==> src/hw/rtl/gls_ram.sv <==
// Generic RAM: one write port, two read ports, registered read data.
module gls_ram #(
    parameter int WIDTH = 48,
    parameter int DEPTH = 25
) (
    input  logic                     i_clk,
    input  logic                     i_we,
    input  logic [$clog2(DEPTH)-1:0] i_waddr,
    input  logic [WIDTH-1:0]         i_wdata,
    input  logic                     i_re,
    input  logic [$clog2(DEPTH)-1:0] i_raddr_a,
    input  logic [$clog2(DEPTH)-1:0] i_raddr_b,
    output logic [WIDTH-1:0]         o_rdata_a,
    output logic [WIDTH-1:0]         o_rdata_b
);

    logic [WIDTH-1:0] r_mem [DEPTH];
    logic [WIDTH-1:0] r_rdata_a;
    logic [WIDTH-1:0] r_rdata_b;

    always_ff @(posedge i_clk) begin
        if (i_we) begin
            r_mem[i_waddr] <= i_wdata;
        end
        if (i_re) begin
            r_rdata_a <= r_mem[i_raddr_a];
            r_rdata_b <= r_mem[i_raddr_b];
        end
    end

    assign o_rdata_a = r_rdata_a;
    assign o_rdata_b = r_rdata_b;

endmodule

==> config.mk <==
export PLATFORM = sky130hd
export DESIGN_NAME = gls_ram
export DESIGN_NICKNAME = d
export VERILOG_FILES = /design/src/hw/rtl/gls_ram.sv
export SDC_FILE = /design/constraint.sdc
export NUM_CORES = 2
export LEC_CHECK = 0
export BUFFER_PORTS_ARGS = -buffer_cell sky130_fd_sc_hd__buf_4
export CORE_UTILIZATION = 40
export DETAILED_ROUTE_END_ITERATION = 6
export PLACE_DENSITY = 0.56
export SYNTH_ARGS = -nofsm -noshare
export SYNTH_HDL_FRONTEND = slang
export SYNTH_SLANG_ARGS = --single-unit
==> constraint.sdc <==
create_clock -name i_clk -period 6 [get_ports i_clk]
set_input_delay 0.3 -clock i_clk [delete_from_list [all_inputs] [get_ports i_clk]]
set_output_delay 0.3 -clock i_clk [all_outputs]
set_load 0.005 [all_outputs]
Word level (Yosys, flattened, before mapping)
Memory sizes are Yosys's and may differ from the RTL's. A register that Yosys moved wholly into a read port is not among the register bits.
Cells that the tools add are included.
{ "word_totals": {"mem_bits_rw": 1200, "reg_bits": 0, "input_bits": 66, "wordCells": 3, "n_memories": 1} }
{ "memory_table": {"columns": ["name", "depth", "width", "read_ports", "rd_ports_with_merged_regs", "wr", "line_no", "rtl"], "rows": [
  ["r_mem", 25, 48, 2, 2, 1, "17", "logic [WIDTH-1:0] r_mem [DEPTH];"]
]} }
{ "op_classes": {"muxes": 2} }
{ "ops": {"columns": ["op", "count"], "rows": [
  ["$mux W1", 2]
]} }

Logic depth before layout (Yosys ltp)
{ "logic_depth": {"word_depth": 2, "depth_mapped": 9, "depth_no_buf": 4} }

Worst setup path before layout
OpenSTA, ideal clock, no wires.
{ "synth_path": {"path_type": "input to register", "from": "in i_waddr[1]", "to": "mem r_mem[24][0], enable pin", "path_buffers": 1, "path_slack_ns": -0.162, "t_required_ns": 5.425, "stages": 3, "arrival_time_ns": 5.587, "path_cell_list": "or3b_2 -> clkbuf_1 -> nor4bb_1"} }
{ "synth_lines": {"columns": ["element", "line_no", "rtl"], "rows": [
  ["start, declared", "8", "input logic [$clog2(DEPTH)-1:0] i_waddr,"],
  ["end, declared", "17", null]
]} }
No word-level cell before the write port.

==> impl_results.md <==
- Outcome: finished clean
- Avg Vias per Cell: between 6 and 7
- Final WL: roughly 190,000 um
- DIE AREA: 146,000 sq um
- Die W: 382 um
- Hold EP: o_rdata_a[18]$_DFFE_PP_
- ANT nets after route: 0
- Cell internal pwr: between 0.015 and 0.02 W
- Logic pwr share: under 10%
- Tightest Pin Transition: between 1 and 1.5 ns
- Mean area per synthesized cell: between 15 and 20 sq um
- R2R cell count: 4
- Pleak: roughly 21 nW
- Arr. time, crit path: just under 4 ns
- Cell Chain, Critical Path: dlygate4sd3_1 > buf_4 > inv_2 > nand2_1 > o22ai_1 > o211ai_1
- Net Sw Frac: between 20 and 25%
- CTS buffer count: 142
- Clk pwr share: between 40% and 50%
- CTS Buffer Depth: 3
- R2R Setup Slk: between 4 and 5 ns
- Register area share after synthesis: between 60 and 70%
- RR Endpoint: o_rdata_b[32]$_DFFE_PP_
- Post-placement cell area: about 61,000 sq um
- First-pass GRT wire length: roughly 270,000 um
- RSZ-0062 raised after global routing: no
- DR WL/cell: between 30 and 40 um
- Remaining DRCs: 0
- Crit path capture type: register
- Critical path's top delay family: buffers and inverters
- Hold_sp: i_re
- Clock sinks: 1,296
- Max Clock Freq: slightly below 300 MHz
- Required @ worst endpoint: approximately 6.5 ns
- DRT iter0 DRCs: between 4k and 5k
- DIE HEIGHT: 382 um
- Grt total ovfl: 0
- Routability cong.: ~0.84
- I/O Pins: between 150 and 200
- Total GRT Usage: between 20% and 30%
- Number of global-route vias before repair: 34.7k
- Post-synthesis async set-or-reset flop share: 0%
- PostCTS Resize Cnt: 0
- Root buffer cell: clkbuf_16
- Later-pin clock latency in the skew report: ~0.8 ns
- Fill count: approximately 12k
- Dpl hpwl: 109,000 um
- CTS H-tree depth: 4
- Synthesized instance count: slightly below 3k
- Initial antenna violation count: 13
- Largest stage delay, worst path: 1.16 ns
- Layout cells sized above 1: 30.3%
- Seq pwr share: 50.7%
- Number of synthesized flops with an enable pin: approximately 1.3k
- Maximum vdd drop: ~290 uV
- CP Max Fanout: 36
- Worst hold-check path type: in -> reg
- Synthesis-stage register bit count: 1,296
- TritonCTS clock tree: built
- Switching Power: around 0.0047 W
- Rel. slew slack: under 10%
- Critical path class: in -> reg
- Ys flop type: edfxtp_1
- Final setup viols: 0
- Port Buf Inserts: ~160
- Critical Path Source Type: input pin
- Final Critical Period: about 3.5 ns
- Pin count of the biggest net entering global routing: 88
- Synth cell types: 45
- WHS Path Cells: 1
- Site Rows: roughly 140
- Syn_nets: between 2k and 3k
- Buf/Inv on CP: 3
- Synth Warn #: 0
- Fin Setup TNS: 0 ns
- Nets: around 3.2k
- Final instance area: about 66,000 sq um
- Final period util: approximately 58%
- Area grow syn2layout: 14.3%
- Clk_skew: approximately 0.032 ns
- Via count: roughly 34k
- Fin. Hold Viols: 0
- R2r startpoint: r_mem[7][32]$_DFFE_PP_
- Slowest cell on crit path: nand2_1
- Core area: around 140,000 sq um
- Initial Utilization: roughly two fifths
- DRT Pass-1 Iters: 6
- Post-Syn Area: just under 60,000 sq um
- Fin. max-slew vios: 0
- Cell area power density: 307 nW/um^2
- Clock slew at reported path FFs: around 0.06 ns
- Max Cap Viol: 0
[power by group through the flow]
stage / registers (W) / logic, W / clock network, W
final: 0.0103 / 0.00157 / 0.00841
after global placement: 0.0104 / 0.00151 / 0
after CTS: 0.0103 / 0.00156 / 0.00850
after floorplan: 0.0104 / 0.000881 / 0
after global routing: 0.0103 / 0.00164 / 0.00880
after detailed placement: 0.0104 / 0.00153 / 0
[state kept, by name, summed over array words and instances, names as in the netlist]
name / count
r_mem: 1200
o_rdata_a: 48
o_rdata_b: 48
[kinds of logic after synthesis]
group | after synthesis | share of synthesized area, %
compound gates | 539 | 6.32
buf+inv | 229 | 2.41
flops | 1296 | 67.5
mux | 700 | 22.3
simple gates | 155 | 1.40
[worst max path at each step]
stage	startpoint	to	depth (start not counted)
after floorplan	i_waddr[1]	r_mem[24][0]$_DFFE_PP_	3
after global placement	i_raddr_b[3]	o_rdata_b[46]$_DFFE_PP_	5
after detailed placement	i_raddr_b[3]	o_rdata_b[46]$_DFFE_PP_	5
after CTS	i_raddr_b[3]	o_rdata_b[46]$_DFFE_PP_	6
after global routing	i_raddr_b[3]	o_rdata_b[46]$_DFFE_PP_	6
final	i_raddr_b[3]	o_rdata_b[46]$_DFFE_PP_	6
[routing by layer]
layer / track usage (%) / vias up / routed length (um)
met1: 36.5 / 18391 / 76200
met4: 8.79 / 12 / 6410
li1: - / 13214 / -
met5: 0 / - / 76
met3: 5.27 / 376 / 18900
met2: 41.2 / 2196 / 91100
[synth_stat cells, types with 33 or more instances]
| master | count | area, sq um |
|---|---|---|
| a221oi_1 | 38 | 333 |
| a22oi_1 | 126 | 946 |
| buf_2 | 76 | 380 |
| buf_4 | 53 | 398 |
| clkbuf_1 | 63 | 236 |
| edfxtp_1 | 1296 | 38900 |
| mux2i_1 | 220 | 2200 |
| mux4_2 | 464 | 10500 |
| nand2_1 | 33 | 124 |
| nand3_1 | 33 | 165 |
| nor2_1 | 33 | 124 |
| o211ai_1 | 81 | 608 |
| o21ai_0 | 107 | 536 |
| o22ai_1 | 98 | 613 |
[stage by stage]
step	hold slack, ns	utilization (%)	std cells	setup WS, ns	power (W)
final	0.168	46.3	5148	2.53	0.0202
after global routing	0.163	46.3	5146	2.55	0.0207
after CTS	0.129	46.3	5145	2.65	0.0203
after detailed placement	0.656	42.8	4839	2.42	0.0120
after global placement	0.647	42.8	4839	2.51	0.0119
after floorplan	0.399	-	2919	1.72	0.0113
[cell type report]
class | instances | area [sq um] | share of cell area (%)
clock inverter | 78 | 648 | 0.984
inverter | 5 | 18.8 | 0.0285
antenna | 3 | 7.51 | 0.0114
timing repair buffer | 303 | 2550 | 3.87
sequential | 1296 | 38900 | 59.1
tap | 1890 | 2360 | 3.59
multi-input combinational | 1394 | 17600 | 26.7
clock buffer | 179 | 3760 | 5.70
[layout by cell type, fill, tap and decap left out, types with 7 or more instances in the layout]
| master | count |
|---|---|
| clkbuf_1 | 34 |
| clkbuf_16 | 145 |
| bufinv_16 | 7 |
| inv_6 | 7 |
| o211ai_1 | 81 |
| edfxtp_1 | 1296 |
| o21ai_1 | 25 |
| a21oi_1 | 18 |
| a32oi_1 | 18 |
| a221oi_1 | 38 |
| nand3_1 | 33 |
| a211oi_1 | 10 |
| o21ai_0 | 107 |
| o22ai_1 | 98 |
| buf_12 | 9 |
| clkinv_2 | 27 |
| clkinv_1 | 26 |
| mux2i_1 | 220 |
| or3_1 | 12 |
| nor2_4 | 27 |
| a22oi_1 | 126 |
| nand2_1 | 31 |
| mux2_2 | 13 |
| dlygate4sd3_1 | 49 |
| mux4_2 | 464 |
| buf_4 | 239 |
[what timing repair did]
| action | CTS | global route |
|---|---|---|
| buffers inserted | 0 | 0 |
| endpoints found under the hold margin | 1201 | 0 |
| hold buffers | 49 | 0 |
No activity file was read; power rests on OpenSTA's default activity.
